==> src/design/fbtr_pkg.sv <==
// Shared types, codes and constants for the frame-to-text renderer.
// No dependencies; imported by every module of the block.
package fbtr_pkg;

  // Request operation codes
  localparam logic [1:0] OP_STORE  = 2'd0;
  localparam logic [1:0] OP_CLEAR  = 2'd1;
  localparam logic [1:0] OP_RENDER = 2'd2;

  // Configuration register indexes
  localparam logic [1:0] CFG_GRAPHICS_MODE = 2'd0;
  localparam logic [1:0] CFG_FRAME_COLUMNS = 2'd1;
  localparam logic [1:0] CFG_FRAME_ROWS    = 2'd2;

  // Widths fixed by the interface
  localparam int DIM_W    = 10;  // frame and output coordinates
  localparam int QUOT_W   = 10;  // scaled source coordinate
  localparam int OFFSET_W = 21;  // byte offset into the frame (text cells are two bytes)

  // Characters
  localparam logic [6:0] CHAR_SPACE   = 7'h20;
  localparam logic [6:0] CHAR_NEWLINE = 7'd10;
  localparam logic [7:0] BYTE_PRINT_LO  = 8'h20;
  localparam logic [7:0] BYTE_PRINT_END = 8'h7F;

  // Brightness ramp " .:-=+*#%@"
  localparam int RAMP_STEPS = 10;
  localparam logic [6:0] RAMP_CHARS [RAMP_STEPS] = '{
    7'h20, 7'h2E, 7'h3A, 7'h2D, 7'h3D, 7'h2B, 7'h2A, 7'h23, 7'h25, 7'h40
  };
  // Smallest pixel value reaching each ramp step k (ceil(255*k/9)), k = 1..9
  localparam logic [7:0] RAMP_THRESH [RAMP_STEPS-1] = '{
    8'd29, 8'd57, 8'd85, 8'd114, 8'd142, 8'd170, 8'd199, 8'd227, 8'd255
  };

  // Controller states
  typedef enum logic [2:0] {
    S_IDLE,
    S_CALC,
    S_DIV_GO,
    S_DIV_WAIT,
    S_ADDR,
    S_READ,
    S_EMIT,
    S_NEWLINE
  } state_t;

  // Controller to datapath
  typedef struct packed {
    logic capture;    // take a request from the input channel
    logic calc;       // register grid checks and products
    logic div_start;  // launch both scale dividers
    logic addr;       // register the frame offset
    logic read;       // read the frame store
    logic emit_char;  // load the character result
    logic emit_nl;    // load the end-of-row result
  } ctrl_cmd_t;

  // Datapath to controller
  typedef struct packed {
    logic op_render;  // request on the input port is a render
    logic gfx;        // graphics mode
    logic in_grid;    // captured position lies inside the output grid
    logic newline;    // captured position is the last column of its row
    logic div_busy;   // a divider is still iterating
    logic out_free;   // output register can take a result this cycle
  } ctrl_status_t;

  // Map a pixel value to its ramp character, index (v*9)/255
  function automatic logic [6:0] ramp_char(input logic [7:0] v);
    logic [3:0] idx;
    idx = 4'd0;
    for (int k = 0; k < RAMP_STEPS - 1; k++) begin
      if (v >= RAMP_THRESH[k]) begin
        idx = 4'(k + 1);
      end
    end
    return RAMP_CHARS[idx];
  endfunction

endpackage

==> src/design/fbtr_ctrl.sv <==
// Controller state machine: sequences capture, scaling, address, read and emit.
// Depends on fbtr_pkg for state_t, ctrl_cmd_t and ctrl_status_t.
module fbtr_ctrl import fbtr_pkg::*; (
  input  logic         clk,
  input  logic         rst,
  input  logic         in_valid,
  output logic         in_stall,
  input  ctrl_status_t status,
  output ctrl_cmd_t    cmd
);

  state_t state;
  state_t state_next;

  // State register
  always_ff @(posedge clk) begin
    if (rst) begin
      state <= S_IDLE;
    end else begin
      state <= state_next;
    end
  end

  // Next state and commands
  always_comb begin
    state_next = state;
    cmd        = '0;
    in_stall   = rst || (state != S_IDLE);
    case (state)
      S_IDLE: begin
        if (in_valid && !rst) begin
          cmd.capture = 1'b1;
          if (status.op_render) begin
            state_next = S_CALC;
          end
        end
      end
      S_CALC: begin
        cmd.calc = 1'b1;
        if (!status.in_grid) begin
          state_next = S_IDLE;
        end else if (status.gfx) begin
          state_next = S_DIV_GO;
        end else begin
          state_next = S_ADDR;
        end
      end
      S_DIV_GO: begin
        cmd.div_start = 1'b1;
        state_next    = S_DIV_WAIT;
      end
      S_DIV_WAIT: begin
        if (!status.div_busy) begin
          state_next = S_ADDR;
        end
      end
      S_ADDR: begin
        cmd.addr   = 1'b1;
        state_next = S_READ;
      end
      S_READ: begin
        cmd.read   = 1'b1;
        state_next = S_EMIT;
      end
      S_EMIT: begin
        if (status.out_free) begin
          cmd.emit_char = 1'b1;
          state_next    = status.newline ? S_NEWLINE : S_IDLE;
        end
      end
      S_NEWLINE: begin
        if (status.out_free) begin
          cmd.emit_nl = 1'b1;
          state_next  = S_IDLE;
        end
      end
      default: begin
        state_next = S_IDLE;
      end
    endcase
  end

endmodule

==> config.mk <==
export PLATFORM = sky130hd
export DESIGN_NAME = fbtr_ctrl
export DESIGN_NICKNAME = d
export VERILOG_FILES = /design/src/design/fbtr_pkg.sv /design/src/design/fbtr_ctrl.sv
export SDC_FILE = /design/constraint.sdc
export NUM_CORES = 1
export LEC_CHECK = 0
export BUFFER_PORTS_ARGS = -buffer_cell sky130_fd_sc_hd__buf_2
export CORE_AREA = 2 2 39 41
export DETAILED_ROUTE_END_ITERATION = 8
export DIE_AREA = 0 0 41 43
export PLACE_DENSITY_LB_ADDON = 0.2
export REMOVE_ABC_BUFFERS = 1
export SKIP_LAST_GASP = 1
export SLEW_MARGIN = 40
export SYNTH_ARGS = -nofsm -noshare
export SYNTH_HDL_FRONTEND = slang
export SYNTH_SLANG_ARGS = --single-unit
==> constraint.sdc <==
create_clock -name clk -period 1.6 [get_ports clk]
set_input_delay 0.16 -clock clk [delete_from_list [all_inputs] [get_ports clk]]
set_output_delay 0.16 -clock clk [all_outputs]
set_load 0.01 [all_outputs]
==> impl_metrics.json, run 1 <==
{
  "outcome": "complete, no violations",
  "syn_area_um2": 288,
  "seq_area_frac_synth": 0.209,
  "max_stage_delay_ns": 0.37,
  "regMostFlops": "state",
  "drtIter0Drc": 1,
  "dp_hpwl_um": 578,
  "placed_cell_area_um2": 388,
  "ctsResizeCount": 0,
  "grt_use_total": 0.0951,
  "antenna_found_initial": 0,
  "min_period_ns": 1.47,
  "critical_path.top_delay_family": "simple AND/OR/NAND/NOR gates",
  "dieWidth_um": 41,
  "leakage_nw": 0.191,
  "path_clk_slew_ns": 0.04,
  "design_area_um2": 415,
  "yosysWarnings": 0,
  "wl_per_cell_um": 9.91,
  "cts_setup_buffers": 0,
  "r2r-start": "state[2]$_SDFFE_PP0P_",
  "slowest_stage": "dfxtp_2",
  "final_common_cell": "buf_2",
  "finalNetCount": 68,
  "r2r_cells": 4,
  "synth_simple_gate_area_share": 0.478,
  "cts_num_sinks": 3,
  "rsz0062_at_grt": "false",
  "grt_pass1_wl_um": 1110,
  "viasPerCell": 4.76,
  "wl_um": 733,
  "hp-start": "status[0]",
  "critPathRequiredTime_ns": 1.44,
  "critPathKind": "reg -> out",
  "hold_slack_ns": 0.162,
  "crit_arrival_ns": 1.31,
  "grt.overflow.total": 0,
  "synth_compound_area_frac": 0.248,
  "worstPathCellList": "or3_4 > nor3b_1 > buf_2",
  "worstHoldPathCells": 2,
  "root_buffer": "clkbuf_4",
  "grt_max_degree": 14,
  "drc": 0,
  "synth_xor_area_frac": 0,
  "crit_fanout": 13,
  "hold_path.class": "in -> reg",
  "setup-tns-final_ns": 0,
  "r2r-end": "state[0]$_SDFFE_PP0P_",
  "synth-main-ff-cell": "dfxtp_1",
  "hold_violations": 0,
  "tightestPinTransition_ns": 0.219,
  "p_per_area_mw_per_mm2": 1140,
  "drv_slew": 0,
  "synthAdderAreaFrac": 0,
  "clock_latency_ns": 0.24,
  "synthMuxAreaShare": 0,
  "ys_types": 21,
  "path_buf_inv": 1,
  "fp.dieH_um": 43,
  "dr.pass1.iters": 3,
  "critPathLaunchType": "flop",
  "cts_max_level": 1,
  "port_buffers": 16,
  "synth-edff-count": 0,
  "rows": 14,
  "clock_skew_ns": 0.000661,
  "synthArstFlopShare": 0,
  "endpoint_kind": "output port",
  "ys_ff_latch": 3,
  "r2r_slack_ns": 0.31,
  "gp_congestion": 0.648,
  "cts_tree": "yes",
  "ir_worst_vdd_mv": 0.454,
  "grt_pass1_vias": 294,
  "max_freq_mhz": 682,
  "numCtsBuffers": 3,
  "syn2layout_area_growth_pct": 44.3,
  "post-route-period-util": 0.916,
  "n_antenna_cell": 0,
  "initial_core_util": 0.208,
  "largest_reg_flops": 3,
  "syn_area_per_cell_um2": 7.38,
  "drive_above_1_share": 0.414,
  "relSlewSlack": 0.853,
  "cts_hold_buf": 0,
  "dr_total_vias": 352,
  "reg.largest.list": "state (3)",
  "netlist_instances": 39,
  "cts_buffer_depth": 2,
  "hold_path_end": "state[2]$_SDFFE_PP0P_",
  "core-area_mm2": 0.00138,
  "die_area_mm2": 0.00176,
  "ant_nets": 0,
  "pin_count": 17,
  "setup_viol": 0,
  "final_cell_mix": "buf_2 (16), nor2_1 (5), nor3b_1 (4)",
  "drv_cap": 0,
  "synth_top_family_by_area": "simple AND/OR/NAND/NOR gates"
}
==> where the power goes <==
group | switching, mW | leakage, nW | internal, mW | total [mW]
registers | 0.0103 | 0.0250 | 0.0918 | 0.102
logic | 0.113 | 0.151 | 0.124 | 0.237
clock network | 0.0413 | 0.0150 | 0.0936 | 0.135
==> stage by stage <==
| step | std cells | utilization | setup slack (ns) | power [mW] |
|---|---|---|---|---|
| finish | 74 | 0.300 | 0.134 | 0.474 |
| global route | 74 | 0.300 | 0.0664 | 0.516 |
| CTS | 74 | 0.299 | 0.0799 | 0.480 |
| detailed placement | 70 | 0.280 | 0.252 | 0.340 |
| global placement | 70 | 0.280 | 0.266 | 0.342 |
| floorplan | 36 | - | 0.269 | 0.258 |
==> routing by layer <==
metal | GRT usage | routed length, um
met2 | 0.131 | 308
met3 | 0.0628 | 76
met1 | 0.111 | 339
met4 | 0.0400 | 9
met5 | 0 | 0
==> cells in the mapped netlist (all sizes together) (2+ instances only) <==
cell type  count  area share
nor3b          4        0.10
o21ai          2       0.035
nor2           5       0.065
dfxtp          3        0.21
nand2          3       0.039
a21oi          3       0.052
nand2b         3       0.065
and3b          2       0.061
buf            3       0.052
==> final cells by class <==
cell class | count | area [um^2]
well taps | 16 | 20.0
flip-flops and latches | 3 | 61.3
fillers | 159 | 968
inverters | 1 | 3.75
clock buffers | 4 | 26.3
multi-input cells | 32 | 209
repair buffers | 18 | 95.1
==> cell families (layout without fill, tap and decap cells) <==
kind of cell           after synthesis  in the layout
buffers and inverters                4             23
DFF                                  3              3
AOI/OAI and AO/OA                   10             10
and+or+nand+nor                     22             22
==> worst max-delay path by stage <==
stage	from	end	slack, ns	cells past startpoint
floorplan	state[0]$_SDFFE_PP0P_	state[0]$_SDFFE_PP0P_	0.27	4
global placement	state[2]$_SDFFE_PP0P_	state[0]$_SDFFE_PP0P_	0.27	4
detailed placement	state[2]$_SDFFE_PP0P_	state[0]$_SDFFE_PP0P_	0.25	4
CTS	state[2]$_SDFFE_PP0P_	cmd[6]	0.08	3
global route	state[2]$_SDFFE_PP0P_	cmd[6]	0.07	3
finish	state[2]$_SDFFE_PP0P_	cmd[6]	0.13	3
No activity file was read; power rests on OpenSTA's default activity.
==> inputs of run 2 (changes only) <==
==> constraint.sdc (replaced) <==
create_clock -name clk -period 1.9 [get_ports clk]
set_input_delay 0.19 -clock clk [delete_from_list [all_inputs] [get_ports clk]]
set_output_delay 0.19 -clock clk [all_outputs]
set_load 0.01 [all_outputs]
==> run 2 against run 1 <==
Against the previous run: sequential power is 15% higher; die area stayed put; clock power is 17% lower; power is 20% lower; clock skew is 0.00054 ns higher; utilization is 1.2 points lower; register-to-register slack better by 0.16 ns; combinational power is 37% lower; critical endpoint unchanged; hold slack better by 0.035 ns; global-route usage is 0.32 points higher; final cell count is 2.7% lower; largest power group unchanged.
==> impl_metrics.json, run 2 (synthesis results as in run 1) <==
{
  "cts_num_sinks": 3,
  "clock_skew_ns": 0.00120,
  "path_buf_inv": 1,
  "syn2layout_area_growth_pct": 38.7,
  "setup_viol": 0,
  "wl_um": 723,
  "grt_util_met2": 0.138,
  "cts_setup_buffers": 0,
  "rows": 14,
  "antenna_found_initial": 0,
  "grt_util_met3": 0.0157,
  "critPathKind": "reg -> out",
  "use_met1": 0.125,
  "path_clk_slew_ns": 0.04,
  "grt.busiest_layer": "met2",
  "final_cell_mix": "buf_2 (16), nor2_1 (5), nor3b_1 (4)",
  "critical_path.top_delay_family": "simple AND/OR/NAND/NOR gates",
  "utilization": 0.288,
  "hold_violations": 0,
  "fp.dieH_um": 43,
  "worstPathCellList": "or3_4 > nor3b_1 > buf_2",
  "endpoint_kind": "output port",
  "setup-tns-final_ns": 0,
  "core-area_mm2": 0.00138,
  "wl_per_cell_um": 10.0,
  "ir_worst_vdd_mv": 0.408,
  "grt_pass1_vias": 298,
  "dr.pass1.iters": 1,
  "drv_slew": 0,
  "grt_pass1_wl_um": 1150,
  "cts_max_level": 1,
  "relSlewSlack": 0.747,
  "dp_hpwl_um": 554,
  "gp_congestion": 0.689,
  "clock_latency_ns": 0.23,
  "crit_arrival_ns": 1.41,
  "final_cell_count_no_fill": 72,
  "reg.largest.list": "state (3)",
  "die_area_mm2": 0.00176,
  "crit_fanout": 13,
  "critPathLaunchType": "flop",
  "p_per_area_mw_per_mm2": 950,
  "leakage_nw": 0.180,
  "slowest_stage": "or3_4",
  "drive_above_1_share": 0.375,
  "ant_nets": 0,
  "cts_hold_buf": 0,
  "post-route-period-util": 0.841,
  "ctsResizeCount": 0,
  "regMostFlops": "state",
  "max_freq_mhz": 626,
  "max_stage_delay_ns": 0.44,
  "hold_slack_ns": 0.197,
  "root_buffer": "clkbuf_4",
  "hold_path.class": "in -> reg",
  "port_buffers": 16,
  "pin_count": 17,
  "n_antenna_cell": 0,
  "place_inst": 68,
  "outcome": "complete, no violations",
  "grt_max_degree": 14,
  "initial_core_util": 0.208,
  "finalNetCount": 66,
  "drtIter0Drc": 0,
  "viasPerCell": 4.60,
  "drv_cap": 0,
  "tightestPinTransition_ns": 0.379,
  "min_period_ns": 1.60,
  "dr_total_vias": 331,
  "critPathRequiredTime_ns": 1.71,
  "dieWidth_um": 41,
  "largest_reg_flops": 3,
  "numCtsBuffers": 3,
  "cts_tree": "yes",
  "final_common_cell": "buf_2",
  "grt_use_total": 0.0983,
  "drc": 0,
  "grt.overflow.total": 0,
  "rsz0062_at_grt": "false",
  "cts_buffer_depth": 2
}
-- run 2: per-layer routing --
layer  vias to the layer above  part of all wire
met1                       143              0.47
met4                         0             0.019
met3                         2             0.080
met2                        11              0.42
met5                         -                 0
li1                        175                 -
-- run 2: path summary, 6_finish.rpt --
kind / from / end / slack [ns] / cells past startpoint
max: state[0]$_SDFFE_PP0P_ / cmd[6] / 0.30 / 3
min: status[0] / state[2]$_SDFFE_PP0P_ / 0.20 / 2
max reg2reg: state[0]$_SDFFE_PP0P_ / state[0]$_SDFFE_PP0P_ / 0.47 / 4
min reg2reg: state[0]$_SDFFE_PP0P_ / state[0]$_SDFFE_PP0P_ / 0.68 / 1
-- run 2: report_power, final --
group | switching [mW] | internal [mW] | total [mW]
logic | 0.0612 | 0.0892 | 0.150
clock network | 0.0334 | 0.0787 | 0.112
registers | 0.0397 | 0.0771 | 0.117
total | 0.134 | 0.245 | 0.379
-- run 2: cell type report --
cell class              instances  area, um^2
fillers                       166         985
multi-input cells              32         209
clock buffers                   4        26.3
inverters                       1        3.75
repair buffers                 16        80.1
flip-flops and latches          3        60.1
well taps                      16        20.0
-- run 2: through the flow --
stage | power (mW) | setup slack [ns] | instance area, um^2
final | 0.379 | 0.302 | 399
after global routing | 0.412 | 0.210 | 399
after CTS | 0.388 | 0.287 | 399
after detailed placement | 0.271 | 0.461 | 373
after global placement | 0.267 | 0.490 | 373
after floorplan | 0.217 | 0.569 | 273
==> inputs of run 3 (changes only) <==
==> constraint.sdc (replaced) <==
create_clock -name clk -period 1.3 [get_ports clk]
set_input_delay 0.13 -clock clk [delete_from_list [all_inputs] [get_ports clk]]
set_output_delay 0.13 -clock clk [all_outputs]
set_load 0.01 [all_outputs]
==> run 3 against run 2 <==
Against the previous run: the flow now finishes with violations (setup timing); register-to-register slack worse by 0.41 ns; utilization is 3.3 points higher; clock skew is 0.0016 ns higher; via count is 7.3% higher; combinational power is 120% higher; count of clock-buffer cells in the layout stayed put; sequential cell count stayed put; first-iteration DRC count is 11 higher; critical path type unchanged.
==> impl_metrics.json, run 3 (synthesis results as in run 1) <==
{
  "power_mw": 0.617,
  "regMostFlops": "state",
  "layout_setup_ws_ns": -0.0623,
  "cts_max_level": 1,
  "hold_path.class": "in -> reg",
  "fillers": 154,
  "path_buf_inv": 1,
  "die_area_mm2": 0.00176,
  "critPathRequiredTime_ns": 1.17,
  "dp_hpwl_um": 616,
  "critical_path.top_delay_family": "simple AND/OR/NAND/NOR gates",
  "endpoint_kind": "output port",
  "final_common_cell": "buf_2",
  "root_buffer": "clkbuf_4",
  "path_clk_slew_ns": 0.04,
  "grt_pass1_wl_um": 1250,
  "drc": 0,
  "wl_um": 779,
  "grt_use_total": 0.106,
  "viasPerCell": 4.61,
  "initial_core_util": 0.208,
  "max_freq_mhz": 734,
  "drive_above_1_share": 0.475,
  "grt_pass1_vias": 332,
  "drtIter0Drc": 11,
  "dr.pass1.iters": 4,
  "setup-tns-final_ns": -0.100,
  "crit_arrival_ns": 1.23,
  "port_buffers": 16,
  "critPathKind": "reg -> out",
  "grt_max_degree": 13,
  "dieWidth_um": 41,
  "post-route-period-util": 1.05,
  "drv_cap": 0,
  "p_per_area_mw_per_mm2": 1390,
  "largest_reg_flops": 3,
  "tightestPinTransition_ns": 0.213,
  "min_period_ns": 1.36,
  "gp_congestion": 0.669,
  "crit_fanout": 3,
  "outcome": "finished with violations",
  "cts_num_sinks": 3,
  "rsz0062_at_grt": "true",
  "slowest_stage": "or3_4",
  "regArea_um2": 62.6,
  "clock_skew_ns": 0.00281,
  "relSlewSlack": 0.856,
  "worstPathCellList": "or3_4 > nor3b_2 > buf_2",
  "r2r_slack_ns": 0.06,
  "leakage_nw": 0.209,
  "rows": 14,
  "ir_worst_vdd_mv": 0.537,
  "wl_per_cell_um": 10.1,
  "antenna_found_initial": 0,
  "core-area_mm2": 0.00138,
  "syn2layout_area_growth_pct": 54.3,
  "finalNetCount": 71,
  "fp.dieH_um": 43,
  "n_antenna_cell": 0,
  "hold_violations": 0,
  "clock_latency_ns": 0.23,
  "cts_buffer_depth": 2,
  "pin_count": 17,
  "drv_slew": 0,
  "hold_slack_ns": 0.124,
  "critPathLaunchType": "flop",
  "ant_nets": 0,
  "dr_total_vias": 355,
  "cts_tree": "yes",
  "violations": "setup timing",
  "multi_input_area_um2": 214,
  "max_stage_delay_ns": 0.39,
  "numCtsBuffers": 3,
  "grt.overflow.total": 0,
  "setup_viol": 2,
  "reg.largest.list": "state (3)",
  "final_cell_mix": "buf_2 (16), nor2_1 (5), buf_4 (5)"
}
-- run 3: cell count changes in the layout (fill, tap and decap cells not counted) --
| cell | change |
|---|---|
| nor3b_2 | +1 |
| buf_4 | +5 |
| dfxtp_1 | -2 |
| dfxtp_2 | +2 |
| nor3b_1 | -1 |
-- run 3: final cells by class --
type / instances / area share
sequential: 3 / 0.141
clock buffer: 4 / 0.0592
multi-input combinational: 32 / 0.482
inverter: 1 / 0.00845
timing repair buffer: 21 / 0.265
tap: 16 / 0.0451
-- run 3: where the power goes --
part | switching (mW) | internal (mW)
Sequential | 0.0103 | 0.116
Clock | 0.0484 | 0.115
Combinational | 0.151 | 0.177
Total | 0.209 | 0.408
-- run 3: stage by stage --
| stage | cells | utilization | instance area, um^2 | setup slack (ns) |
|---|---|---|---|---|
| after detailed placement | 73 | 0.297 | 410 | 0.0676 |
| after global placement | 73 | 0.297 | 410 | 0.0821 |
| after global routing | 77 | 0.321 | 444 | -0.152 |
| after CTS | 77 | 0.319 | 442 | -0.0851 |
| final | 77 | 0.321 | 444 | -0.0623 |
| after floorplan | 36 | - | 273 | -0.0312 |
-- run 3: routing by layer --
metal  track usage  routed length, um  up-vias
li1              -                  -      187
met1         0.121                348      157
met2         0.156                375       11
met3        0.0314                 55        0
met4        0.0800                  0        0
met5             0                  0        -
-- run 3: what timing repair did --
item                                    in CTS  in global routing
endpoints found under the setup margin       2                  4
gates resized for setup                      1                  2
hold endpoints to repair                     0                  0
hold buffers                                 0                  0
setup buffers                                0                  0
-- run 3: worst paths after layout --
path / from / to / cells past startpoint
setup reg to reg: state[0]$_SDFFE_PP0P_ / state[0]$_SDFFE_PP0P_ / 4
hold / removal: status[0] / state[2]$_SDFFE_PP0P_ / 2
hold reg to reg: state[2]$_SDFFE_PP0P_ / state[2]$_SDFFE_PP0P_ / 2
setup / recovery: state[0]$_SDFFE_PP0P_ / cmd[6] / 3
